<file path="config.mk">
export PLATFORM = sky130hd
export DESIGN_NAME = greedy_radius_jet_matcher
export DESIGN_NICKNAME = d
export VERILOG_FILES = /design/src/rtl/core/grjm_pkg.sv /design/src/rtl/core/grjm_dist.sv /design/src/rtl/core/greedy_radius_jet_matcher.sv
export SDC_FILE = /design/constraint.sdc
export NUM_CORES = 2
export LEC_CHECK = 0
export BUFFER_PORTS_ARGS = -buffer_cell sky130_fd_sc_hd__buf_2
export CAP_MARGIN = 0
export CORE_MARGIN = 2
export CORE_UTILIZATION = 68
export CTS_CLUSTER_DIAMETER = 80
export CTS_CLUSTER_SIZE = 24
export DETAILED_ROUTE_END_ITERATION = 6
export GPL_TIMING_DRIVEN = 0
export PLACE_DENSITY = 0.85
export SLEW_MARGIN = 30
export SYNTH_ARGS = -nofsm -noshare
export SYNTH_HDL_FRONTEND = slang
export SYNTH_HIERARCHICAL = 1
export SYNTH_SLANG_ARGS = --single-unit
</file>
<file path="constraint.sdc">
create_clock -name clock -period 21 [get_ports clock]
set_clock_uncertainty 0.05 [all_clocks]
set_input_delay 2.1 -clock clock [delete_from_list [all_inputs] [get_ports clock]]
set_output_delay 2.1 -clock clock [all_outputs]
set_load 0.005 [all_outputs]
</file>
<file path="src/rtl/core/grjm_pkg.sv">
// Shared constants, codes and types of the greedy radius jet matcher.
// Used by grjm_dist and greedy_radius_jet_matcher; depends on nothing.
package grjm_pkg;

   // Default sizing
   localparam int MAX_JETS_DEF  = 32;
   localparam int FRAC_BITS_DEF = 12;

   // Fixed field widths
   localparam int OP_W     = 2;
   localparam int KIND_W   = 2;
   localparam int RAP_W    = 16;
   localparam int AZI_W    = 15;
   localparam int IDX_W    = 5;
   localparam int TOT_W    = 6;
   localparam int RADIUS_W = 32;
   localparam int DIFF_W   = 16;
   localparam int ANG_W    = 17;
   localparam int SQ_W     = 2 * DIFF_W;

   localparam logic [RADIUS_W-1:0] RADIUS_RESET = 32'd16777216;

   // pi with 28 fractional bits
   localparam logic [63:0] PI_Q28 = 64'd843314857;

   // Operation codes
   localparam logic [OP_W-1:0] OP_LOAD   = 2'd0;
   localparam logic [OP_W-1:0] OP_QUERY  = 2'd1;
   localparam logic [OP_W-1:0] OP_FINISH = 2'd2;
   localparam logic [OP_W-1:0] OP_UNUSED = 2'd3;

   // Result kinds
   localparam logic [KIND_W-1:0] KIND_MATCH  = 2'd0;
   localparam logic [KIND_W-1:0] KIND_MISS   = 2'd1;
   localparam logic [KIND_W-1:0] KIND_FAKE   = 2'd2;
   localparam logic [KIND_W-1:0] KIND_TOTALS = 2'd3;

   // Steps of the distance unit
   typedef struct packed {
      logic diff_en;   // take differences of query and entry
      logic sq_y_en;   // square rapidity difference
      logic sq_p_en;   // square azimuth difference, keep first square
   } dist_ctrl_type;

   // pi rounded to frac fractional bits
   function automatic logic [ANG_W-1:0] pi_fix(input int frac);
      logic [63:0] v;
      v = (PI_Q28 + (64'd1 << (27 - frac))) >> (28 - frac);
      return v[ANG_W-1:0];
   endfunction

endpackage

</file>
<file path="src/rtl/core/grjm_dist.sv">
// Squared distance unit: one shared squarer stepped by the sequencer.
// Depends on grjm_pkg.
module grjm_dist #(
   parameter int FRAC_BITS = grjm_pkg::FRAC_BITS_DEF
) (
   input  logic                                clock,
   input  grjm_pkg::dist_ctrl_type             ctrl,
   input  logic signed [grjm_pkg::RAP_W-1:0]   query_rap,
   input  logic        [grjm_pkg::AZI_W-1:0]   query_azi,
   input  logic signed [grjm_pkg::RAP_W-1:0]   entry_rap,
   input  logic        [grjm_pkg::AZI_W-1:0]   entry_azi,
   input  logic        [grjm_pkg::RADIUS_W-1:0] radius,
   output logic                                hit
);

   localparam logic [grjm_pkg::ANG_W-1:0] PI_FIX     = grjm_pkg::pi_fix(FRAC_BITS);
   localparam logic [grjm_pkg::ANG_W-1:0] TWO_PI_FIX = PI_FIX << 1;

   logic signed [grjm_pkg::RAP_W:0]   dy;
   logic        [grjm_pkg::RAP_W:0]   ady;
   logic        [grjm_pkg::ANG_W-1:0] dphi0;
   logic        [grjm_pkg::ANG_W-1:0] dphi1;
   logic        [grjm_pkg::ANG_W-1:0] dphi2;
   logic        [grjm_pkg::DIFF_W-1:0] ady_ff;
   logic        [grjm_pkg::DIFF_W-1:0] dphi_ff;
   logic        [grjm_pkg::DIFF_W-1:0] mul_a;
   logic        [grjm_pkg::SQ_W-1:0]   prod;
   logic        [grjm_pkg::SQ_W-1:0]   prod_ff;
   logic        [grjm_pkg::SQ_W-1:0]   acc_ff;
   logic        [grjm_pkg::SQ_W:0]     dist_sq;

   // Rapidity difference magnitude
   always_comb begin
      dy  = {query_rap[grjm_pkg::RAP_W-1], query_rap}
          - {entry_rap[grjm_pkg::RAP_W-1], entry_rap};
      ady = dy[grjm_pkg::RAP_W] ? (grjm_pkg::RAP_W+1)'(-dy) : dy;
   end

   // Azimuth difference, reduced by 2pi and folded into [0, pi]
   always_comb begin
      dphi0 = (query_azi > entry_azi)
            ? grjm_pkg::ANG_W'(query_azi - entry_azi)
            : grjm_pkg::ANG_W'(entry_azi - query_azi);
      dphi1 = (dphi0 >= TWO_PI_FIX) ? dphi0 - TWO_PI_FIX : dphi0;
      dphi2 = (dphi1 > PI_FIX) ? TWO_PI_FIX - dphi1 : dphi1;
   end

   // Shared squarer
   assign mul_a = ctrl.sq_y_en ? ady_ff : dphi_ff;
   assign prod  = mul_a * mul_a;

   always_ff @(posedge clock) begin
      if (ctrl.diff_en) begin
         ady_ff  <= ady[grjm_pkg::DIFF_W-1:0];
         dphi_ff <= dphi2[grjm_pkg::DIFF_W-1:0];
      end
      if (ctrl.sq_y_en || ctrl.sq_p_en) begin
         prod_ff <= prod;
      end
      if (ctrl.sq_p_en) begin
         acc_ff <= prod_ff;
      end
   end

   // Sum of squares against the radius
   assign dist_sq = {1'b0, acc_ff} + {1'b0, prod_ff};
   assign hit     = dist_sq <= (grjm_pkg::SQ_W+1)'(radius);

endmodule

</file>
<file path="src/rtl/core/greedy_radius_jet_matcher.sv">
// Top level of the greedy radius jet matcher: sequencer, jet table, result register.
// Depends on grjm_pkg and grjm_dist.
//
//   channel  direction  handshake            payload
//   req      in         req_valid/req_stall  op, rapidity, azimuth
//   rsp      out        rsp_valid/rsp_stall  kind, indexes, totals, overflowed, last
//   csr      in         csr_wr_en            radius_squared
//
// A query walks the table in load order and skips taken entries; each untaken
// entry visited is read, differenced, squared in two squarer passes and then
// compared, and reaching the table end reports a miss. A finish visits every
// entry and then emits the totals. Every result word waits in the output
// register until it is taken, and a stalled result stops the sequencer. Reset
// empties the table at once.
module greedy_radius_jet_matcher #(
   parameter int MAX_JETS  = grjm_pkg::MAX_JETS_DEF,
   parameter int FRAC_BITS = grjm_pkg::FRAC_BITS_DEF
) (
   input  logic                                 clock,
   input  logic                                 reset,
   input  logic                                 req_valid,
   output logic                                 req_stall,
   input  logic [grjm_pkg::OP_W-1:0]            req_op,
   input  logic signed [grjm_pkg::RAP_W-1:0]    req_rapidity,
   input  logic [grjm_pkg::AZI_W-1:0]           req_azimuth,
   output logic                                 rsp_valid,
   input  logic                                 rsp_stall,
   output logic [grjm_pkg::KIND_W-1:0]          rsp_kind,
   output logic [grjm_pkg::IDX_W-1:0]           rsp_truth_index,
   output logic [grjm_pkg::IDX_W-1:0]           rsp_reco_index,
   output logic [grjm_pkg::TOT_W-1:0]           rsp_matched_total,
   output logic [grjm_pkg::TOT_W-1:0]           rsp_missed_total,
   output logic [grjm_pkg::TOT_W-1:0]           rsp_fake_total,
   output logic                                 rsp_overflowed,
   output logic                                 rsp_last,
   input  logic                                 csr_wr_en,
   input  logic [grjm_pkg::RADIUS_W-1:0]        csr_wr_data
);

   localparam int ADDR_W = (MAX_JETS > 1) ? $clog2(MAX_JETS) : 1;
   localparam int CNT_W  = $clog2(MAX_JETS + 1);
   localparam logic [CNT_W-1:0] MAX_CNT = CNT_W'(MAX_JETS);

   localparam logic [2:0] ST_IDLE  = 3'd0;
   localparam logic [2:0] ST_SCAN  = 3'd1;
   localparam logic [2:0] ST_DIFF  = 3'd2;
   localparam logic [2:0] ST_SQY   = 3'd3;
   localparam logic [2:0] ST_SQP   = 3'd4;
   localparam logic [2:0] ST_CMP   = 3'd5;
   localparam logic [2:0] ST_FSCAN = 3'd6;
   localparam logic [2:0] ST_WAIT  = 3'd7;

   // Control state
   logic [2:0]                state_ff,     state_in;
   logic                      ret_fscan_ff, ret_fscan_in;
   logic [CNT_W-1:0]          idx_ff,       idx_in;
   logic [CNT_W-1:0]          stored_ff,    stored_in;
   logic [CNT_W-1:0]          query_ff,     query_in;
   logic [CNT_W-1:0]          pair_ff,      pair_in;
   logic [CNT_W-1:0]          miss_ff,      miss_in;
   logic [CNT_W-1:0]          fake_ff,      fake_in;
   logic                      over_ff,      over_in;
   logic [MAX_JETS-1:0]       taken_ff,     taken_in;
   logic [grjm_pkg::RADIUS_W-1:0] radius_ff;
   logic                      rsp_valid_ff, rsp_valid_in;

   // Payload
   logic signed [grjm_pkg::RAP_W-1:0] q_rap_ff;
   logic [grjm_pkg::AZI_W-1:0]        q_azi_ff;
   logic [grjm_pkg::KIND_W-1:0]       kind_ff,    kind_in;
   logic [grjm_pkg::IDX_W-1:0]        truth_ff,   truth_in;
   logic [grjm_pkg::IDX_W-1:0]        reco_ff,    reco_in;
   logic [grjm_pkg::TOT_W-1:0]        mtot_ff,    mtot_in;
   logic [grjm_pkg::TOT_W-1:0]        xtot_ff,    xtot_in;
   logic [grjm_pkg::TOT_W-1:0]        ftot_ff,    ftot_in;
   logic                              ovf_ff,     ovf_in;
   logic                              last_ff,    last_in;

   // Jet table
   logic signed [grjm_pkg::RAP_W-1:0] mem_rap [MAX_JETS];
   logic [grjm_pkg::AZI_W-1:0]        mem_azi [MAX_JETS];
   logic signed [grjm_pkg::RAP_W-1:0] rd_rap_ff;
   logic [grjm_pkg::AZI_W-1:0]        rd_azi_ff;

   logic                    req_take;
   logic                    rsp_take;
   logic                    wr_en;
   logic                    rd_en;
   logic                    in_range;
   logic                    hit;
   logic                    emit;
   grjm_pkg::dist_ctrl_type dctrl;

   assign req_stall = (state_ff != ST_IDLE);
   assign req_take  = req_valid && !req_stall;
   assign rsp_take  = rsp_valid_ff && !rsp_stall;
   assign in_range  = (idx_ff < stored_ff);

   assign wr_en = req_take && (req_op == grjm_pkg::OP_LOAD) && (stored_ff < MAX_CNT);
   assign rd_en = (state_ff == ST_SCAN) && in_range && !taken_ff[idx_ff[ADDR_W-1:0]];

   assign dctrl.diff_en = (state_ff == ST_DIFF);
   assign dctrl.sq_y_en = (state_ff == ST_SQY);
   assign dctrl.sq_p_en = (state_ff == ST_SQP);

   grjm_dist #(
      .FRAC_BITS(FRAC_BITS)
   ) u_dist (
      .clock     (clock),
      .ctrl      (dctrl),
      .query_rap (q_rap_ff),
      .query_azi (q_azi_ff),
      .entry_rap (rd_rap_ff),
      .entry_azi (rd_azi_ff),
      .radius    (radius_ff),
      .hit       (hit)
   );

   // Table write on load, registered read during the scan
   always_ff @(posedge clock) begin
      if (wr_en) begin
         mem_rap[stored_ff[ADDR_W-1:0]] <= req_rapidity;
         mem_azi[stored_ff[ADDR_W-1:0]] <= req_azimuth;
      end
      if (rd_en) begin
         rd_rap_ff <= mem_rap[idx_ff[ADDR_W-1:0]];
         rd_azi_ff <= mem_azi[idx_ff[ADDR_W-1:0]];
      end
   end

   // Sequencer
   always_comb begin
      state_in     = state_ff;
      ret_fscan_in = ret_fscan_ff;
      idx_in       = idx_ff;
      stored_in    = stored_ff;
      query_in     = query_ff;
      pair_in      = pair_ff;
      miss_in      = miss_ff;
      fake_in      = fake_ff;
      over_in      = over_ff;
      taken_in     = taken_ff;
      rsp_valid_in = rsp_valid_ff;
      emit         = 1'b0;
      kind_in      = kind_ff;
      truth_in     = '0;
      reco_in      = '0;
      mtot_in      = '0;
      xtot_in      = '0;
      ftot_in      = '0;
      ovf_in       = 1'b0;
      last_in      = 1'b0;

      unique case (state_ff)
         ST_IDLE: begin
            if (req_take) begin
               unique case (req_op)
                  grjm_pkg::OP_LOAD: begin
                     if (stored_ff < MAX_CNT) begin
                        taken_in[stored_ff[ADDR_W-1:0]] = 1'b0;
                        stored_in = stored_ff + 1'b1;
                     end else begin
                        over_in = 1'b1;
                     end
                  end
                  grjm_pkg::OP_QUERY: begin
                     if (query_ff >= MAX_CNT) begin
                        over_in = 1'b1;
                     end else begin
                        idx_in   = '0;
                        state_in = ST_SCAN;
                     end
                  end
                  grjm_pkg::OP_FINISH: begin
                     idx_in   = '0;
                     fake_in  = '0;
                     state_in = ST_FSCAN;
                  end
                  grjm_pkg::OP_UNUSED: begin
                     state_in = ST_IDLE;
                  end
                  default: begin
                     state_in = ST_IDLE;
                  end
               endcase
            end
         end

         // Skip taken entries, read the next candidate, or report a miss
         ST_SCAN: begin
            priority if (!in_range) begin
               emit         = 1'b1;
               kind_in      = grjm_pkg::KIND_MISS;
               truth_in     = grjm_pkg::IDX_W'(query_ff);
               last_in      = 1'b1;
               miss_in      = miss_ff + 1'b1;
               query_in     = query_ff + 1'b1;
               ret_fscan_in = 1'b0;
               state_in     = ST_WAIT;
            end else if (taken_ff[idx_ff[ADDR_W-1:0]]) begin
               idx_in = idx_ff + 1'b1;
            end else begin
               state_in = ST_DIFF;
            end
         end

         ST_DIFF: state_in = ST_SQY;
         ST_SQY:  state_in = ST_SQP;
         ST_SQP:  state_in = ST_CMP;

         // Take the entry on a hit, else advance
         ST_CMP: begin
            if (hit) begin
               emit         = 1'b1;
               kind_in      = grjm_pkg::KIND_MATCH;
               truth_in     = grjm_pkg::IDX_W'(query_ff);
               reco_in      = grjm_pkg::IDX_W'(idx_ff);
               last_in      = 1'b1;
               taken_in[idx_ff[ADDR_W-1:0]] = 1'b1;
               pair_in      = pair_ff + 1'b1;
               query_in     = query_ff + 1'b1;
               ret_fscan_in = 1'b0;
               state_in     = ST_WAIT;
            end else begin
               idx_in   = idx_ff + 1'b1;
               state_in = ST_SCAN;
            end
         end

         // Emit fakes in load order, then totals, then clear the event
         ST_FSCAN: begin
            priority if (!in_range) begin
               emit         = 1'b1;
               kind_in      = grjm_pkg::KIND_TOTALS;
               mtot_in      = grjm_pkg::TOT_W'(pair_ff);
               xtot_in      = grjm_pkg::TOT_W'(miss_ff);
               ftot_in      = grjm_pkg::TOT_W'(fake_ff);
               ovf_in       = over_ff;
               last_in      = 1'b1;
               taken_in     = '0;
               stored_in    = '0;
               query_in     = '0;
               pair_in      = '0;
               miss_in      = '0;
               over_in      = 1'b0;
               ret_fscan_in = 1'b0;
               state_in     = ST_WAIT;
            end else if (!taken_ff[idx_ff[ADDR_W-1:0]]) begin
               emit         = 1'b1;
               kind_in      = grjm_pkg::KIND_FAKE;
               reco_in      = grjm_pkg::IDX_W'(idx_ff);
               fake_in      = fake_ff + 1'b1;
               idx_in       = idx_ff + 1'b1;
               ret_fscan_in = 1'b1;
               state_in     = ST_WAIT;
            end else begin
               idx_in = idx_ff + 1'b1;
            end
         end

         // Hold until the result word is taken
         ST_WAIT: begin
            if (rsp_take) begin
               rsp_valid_in = 1'b0;
               state_in     = ret_fscan_ff ? ST_FSCAN : ST_IDLE;
            end
         end

         default: state_in = ST_IDLE;
      endcase

      if (emit) begin
         rsp_valid_in = 1'b1;
      end
   end

   // Control registers
   always_ff @(posedge clock) begin
      if (reset) begin
         state_ff     <= ST_IDLE;
         ret_fscan_ff <= 1'b0;
         idx_ff       <= '0;
         stored_ff    <= '0;
         query_ff     <= '0;
         pair_ff      <= '0;
         miss_ff      <= '0;
         fake_ff      <= '0;
         over_ff      <= 1'b0;
         taken_ff     <= '0;
         radius_ff    <= grjm_pkg::RADIUS_RESET;
         rsp_valid_ff <= 1'b0;
      end else begin
         state_ff     <= state_in;
         ret_fscan_ff <= ret_fscan_in;
         idx_ff       <= idx_in;
         stored_ff    <= stored_in;
         query_ff     <= query_in;
         pair_ff      <= pair_in;
         miss_ff      <= miss_in;
         fake_ff      <= fake_in;
         over_ff      <= over_in;
         taken_ff     <= taken_in;
         rsp_valid_ff <= rsp_valid_in;
         if (csr_wr_en) begin
            radius_ff <= csr_wr_data;
         end
      end
   end

   // Payload registers: capture query coordinates and result fields
   always_ff @(posedge clock) begin
      if (req_take && (req_op == grjm_pkg::OP_QUERY)) begin
         q_rap_ff <= req_rapidity;
         q_azi_ff <= req_azimuth;
      end
      if (emit) begin
         kind_ff  <= kind_in;
         truth_ff <= truth_in;
         reco_ff  <= reco_in;
         mtot_ff  <= mtot_in;
         xtot_ff  <= xtot_in;
         ftot_ff  <= ftot_in;
         ovf_ff   <= ovf_in;
         last_ff  <= last_in;
      end
   end

   assign rsp_valid         = rsp_valid_ff;
   assign rsp_kind          = kind_ff;
   assign rsp_truth_index   = truth_ff;
   assign rsp_reco_index    = reco_ff;
   assign rsp_matched_total = mtot_ff;
   assign rsp_missed_total  = xtot_ff;
   assign rsp_fake_total    = ftot_ff;
   assign rsp_overflowed    = ovf_ff;
   assign rsp_last          = last_ff;

endmodule
</file>
# == Yosys cells after proc, flatten, opt, wreduce, memory -nomap -nowiden ==
# Memories as Yosys holds them, arrays and structs flattened. A register that Yosys moved wholly into a read port is not among the register bits.
# Cells that the tools add are included.
# word_totals
out_inout_bits,34
input_bits,70
reg_bits,265
elab_cells,212
mem_bits_rw,992
mem_count,2
# op_classes
addsub,13
multipliers,1
eq_ne,31
order_cmp,11
n_bitwise,4
mux,86
n_reduce_logical,38
# mem_list
memory,depth,width,read_ports,rd_clocked_by_memory_dff,write_ports,line_no,text
mem_rap,32,16,1,1,1,greedy_radius_jet_matcher.sv:80,logic signed [grjm_pkg::RAP_W-1:0] mem_rap [MAX_JETS];
mem_azi,32,15,1,1,1,greedy_radius_jet_matcher.sv:81,logic [grjm_pkg::AZI_W-1:0] mem_azi [MAX_JETS];
# ops
op,count
32-bit two-way mux,5
6-bit two-way mux,18
32-bit case mux with 3 select lines,1
6-bit case mux with 2 select lines,5
16-bit two-way mux,3
"6-bit by 1-bit adder with 6-bit output, second input constant",6
17-bit two-way mux,2
32-bit by 32-bit adder with 33-bit output,1
33-bit by 32-bit <= comparator with 1-bit output,1
32-bit bitwise AND,1
16-bit by 16-bit multiplier with 32-bit output,1
32-bit inverter,1
32-bit OR,1
15-bit by 15-bit subtractor with 16-bit output,2
3-bit two-way mux,9
5-bit two-way mux,5
3-bit case mux with 8 select lines,1
6-bit case mux with 4 select lines,1
"2-bit inequality test, second input constant",11
5-bit case mux with 2 select lines,2
1-bit two-way mux,19
"3-bit inequality test, second input constant",6
6-bit case mux with 3 select lines,1
6-bit AND reduction,3
other kinds (42),78

# == Depth between registers and ports, before layout ==
# logic_depth
ltp_word,10
depth_mapped,35
mapped_depth_nobuf,33

# == Hierarchy ==
# The synthesis kept the hierarchy.
# modules_own_cells
module,area_per_inst_um2,cells_per_inst,instances
greedy_radius_jet_matcher,45272.2,2292,1
grjm_dist,16089.2,1788,1

# == Worst setup path after synthesis ==
# Ideal clock, no wire load.
# synth_timing
path_kind,reg2reg
startpoint,register state_ff[0]
endpoint,register u_dist/prod_ff[31] (netlist bit) (data pin)
setup_slack_ps,12517
stages_incl_launch_ff,33
arrival_time_ps,8173
t_required_ps,20690
cell_sequence,dfxtp_1 -> clkbuf_1 -> clkbuf_1 -> nand2_1 -> nor2_1 -> buf_1 -> buf_1 -> mux2i_1 -> inv_1 -> clkbuf_1 -> nand2_1 -> fa_1 -> fa_1 -> inv_1 -> fa_1 -> fa_1 -> fa_1 -> inv_1 -> fa_1 -> inv_1 -> ha_1 -> a21oi_1 -> nand2b_1 -> o21ai_0 -> a311oi_1 -> nor4_1 -> o31a_1 -> o21a_1 -> o31ai_1 -> a211oi_1 -> a21o_1 -> a21oi_1 -> xnor2_1
# synth_rtl
element,line_no,text
"start, declared",greedy_radius_jet_matcher.sv:54,"logic [2:0] state_ff, state_in;"
"start signal, assigned",greedy_radius_jet_matcher.sv:293,state_ff <= state_in;
"end signal, assigned",grjm_dist.sv:58,prod_ff <= prod;
"end, declared",grjm_dist.sv:28,logic [grjm_pkg::SQ_W-1:0] prod_ff;

==> impl_results.md <==
- Status: complete, but fails checks
- Failing checks: design-rule violations
- Latest clock arrival within the worst-skew pair: 0.78 ns
- Yosys warns: 6
- Syn_nets: 4542
- Slew headroom: 0.279
- Clock slew seen by the registers of the worst setup and hold paths: 0.11 ns
- Pin count of the biggest net entering global routing: 34
- Clk sink count: 1286
- Setup CP Type: reg2reg
- Slowest cell on the critical path: mux2i_1
- Area delta synth->final: 9.83%
- Gp weighted congestion: 0.962
- Vias in the first global route: 39.5k
- Register area share after synthesis: 0.612
- Yosys top cell by area: edfxtp_1
- H-tree levels: 2
- Required time worst endpoint: 21.42 ns
- CTS max path bufs: 3
- Final WL: 182 mm
- Die ar.: 92700 um^2
- Die Wd: 304 um
- Most common cell on crit path: fa_1
- Critical path peak fanout: 10
- Final setup violation count: 0
- Core area: 89700 um^2
- Area contributors post-synth: edfxtp_1, mux4_2, fa_1, ha_1, dfxtp_1
- Main synth FF type: edfxtp_1
- Final TNS setup: 0 ns
- IO buf count: 102
- Mapped Cells: 4080
- TritonCTS Buffers: 61
- Antenna violations before repair: 6
- DRC Markers: 8
- Routed len/inst: 33.0 um
- Unrepaired setup endpoints after global routing: false
- # IOs: 104
- Drt first pass iters: 7
- Post-CTS Setup Repair Bufs: 0
- Post-synth top cells: edfxtp_1, inv_1, nor2_1
- Critical Path Max Stage Delay: 0.78 ns
- Via density: 7.16
- Gr usage total: 0.398
- Post-CTS sizing: 0
- Crit path capture type: flip-flop
- Fmax: 91.0 MHz
- Die Ht: 304 um
- Rows: 110
- Post-synth EDFFs: 1180
- Ys async rst share: 0
- Minimum clock period: 10.99 ns
- FF/Latch Area: 37600 um^2
- #FFs+latches synth: 1286
- Antenna-violating nets left: 0
- Syn avg cell area: 15.0 um^2
- Layout cells sized above 1: 0.157
- HPWL after DPL: 119 mm
- Crit path arrival time: 11.41 ns
- Multi-input gate area: 22000 um^2
- Synth unique cells: 105
- Hold_buf cts: 0
- Filler instances: 5078
- Layout Nets: 4783
- Setup crit start kind: flip-flop
- Max_cap viols: 0
- Share of the synthesized area in the top cell type: 0.577
- Worst hold path class: reg2reg
- CTS tree: built
- Starting Density: 0.684
- Max Slew Vio Count: 0
- Initial DRC count: 6408
- Top-count cell post-synth: edfxtp_1
- Via count: 39.5k
- Mapped Area: 61400 um^2
- Fin crit share: 0.523
- Remaining global-route overflow: 0
- Global-route wire length before repair: 264 mm
- Fin. Hold Viols: 0
- CTS root buf: clkbuf_16
- Slew @ Worst Pin: 1.08 ns
[cell families after synthesis]
kind of cell,after synthesis,share of synthesized area
flops,1286,0.612
simple gates,766,0.0603
compound gates,612,0.0666
buf+inv,554,0.0350
fa+ha+maj,392,0.100
mux,328,0.105
xor+xnor,142,0.0208
[routing by layer]
metal | vias to the layer above | track usage | wire, um | part of all wire
li1 | 15760 | - | - | -
met1 | 19265 | 0.486 | 57500 | 0.32
met2 | 3574 | 0.628 | 85600 | 0.47
met3 | 917 | 0.109 | 24600 | 0.13
met4 | 4 | 0.264 | 14800 | 0.081
met5 | - | 0 | 31 | 0.00017
[critical path, delay by kind of cell (launching register included)]
kind                       cells  cell delay (ns)
AOI/OAI and AO/OA              9             2.34
and+or+nand+nor                5             1.16
xor gates and xnor gates       1             0.09
adders and majority gates      7             3.30
buffers and inverters          9             2.57
DFF                            1             0.43
muxes                          1             0.78
[placed cells by master (no fill, tap or decap), drive strengths merged, types with 12 or more instances in the layout]
cell type and n:
a211oi 20, a21o 38, a21oi 178, a22oi 128
a31oi 12, and2 19, and3 38, buf 244
clkbuf 172, clkinv 12, dfxtp 106, edfxtp 1180
fa 165, ha 227, inv 383, mux2 18
mux2i 59, mux4 251, nand2 179, nand2b 25
nand3 46, nand4 52, nor2 268, nor2b 34
nor3 44, o21a 24, o21ai 99, o21bai 20
or3 14, xnor2 93, xor2 49
[layout make-up]
type / instances / share of cell area
clock buffer: 71 / 0.0234
antenna: 8 / 0.000297
timing repair buffer: 178 / 0.0364
clock inverter: 9 / 0.00223
tap: 1176 / 0.0218
multi-input combinational: 2240 / 0.326
buffer: 167 / 0.0113
inverter: 387 / 0.0216
sequential: 1286 / 0.557
[sequential cells by signal, indices dropped and copies added, names as in the netlist, 3 cells and up]
name,cells
q_azi_ff,15
stored_ff,6
u_dist/acc_ff,31
rd_azi_ff,15
rsp_matched_total,6
rsp_reco_index,5
q_rap_ff,16
u_dist/ady_ff,16
rsp_fake_total,6
radius_ff,32
rsp_truth_index,5
rd_rap_ff,16
mem_rap,512
u_dist/dphi_ff,16
query_ff,6
mem_azi,480
idx_ff,6
taken_ff,32
fake_ff,6
miss_ff,6
pair_ff,6
rsp_missed_total,6
u_dist/prod_ff,31
state_ff,3
[metrics by stage]
| step | setup WS (ns) | instance area [um^2] | util | hold WS, ns | cells |
|---|---|---|---|---|---|
| global route | 9.47 | 67400 | 0.751 | 0.413 | 5515 |
| CTS | 10.20 | 67300 | 0.750 | 0.401 | 5514 |
| floorplan | 12.52 | 61400 | - | 0.383 | 4080 |
| detailed placement | 10.26 | 65600 | 0.731 | 0.393 | 5434 |
| finish | 10.01 | 67400 | 0.751 | 0.411 | 5522 |
| global placement | 10.33 | 63300 | 0.706 | 0.398 | 5358 |
[path summary, 6_finish.rpt]
path / end / slack, ns / depth (start not counted) / startpoint
worst max-delay path: u_dist/prod_ff[31]$_DFFE_PP_ / 10.01 / 32 / state_ff[0]$_SDFFE_PP0P_
worst min register to register: u_dist/acc_ff[30]$_DFFE_PP_ / 0.41 / 0 / u_dist/prod_ff[30]$_DFFE_PP_
worst min-delay path: u_dist/acc_ff[30]$_DFFE_PP_ / 0.41 / 0 / u_dist/prod_ff[30]$_DFFE_PP_
worst max register to register: u_dist/prod_ff[31]$_DFFE_PP_ / 10.01 / 32 / state_ff[0]$_SDFFE_PP0P_
Power is not shown: default switching activity piles up to over one toggle a cycle in this logic, so the estimate is an artifact.
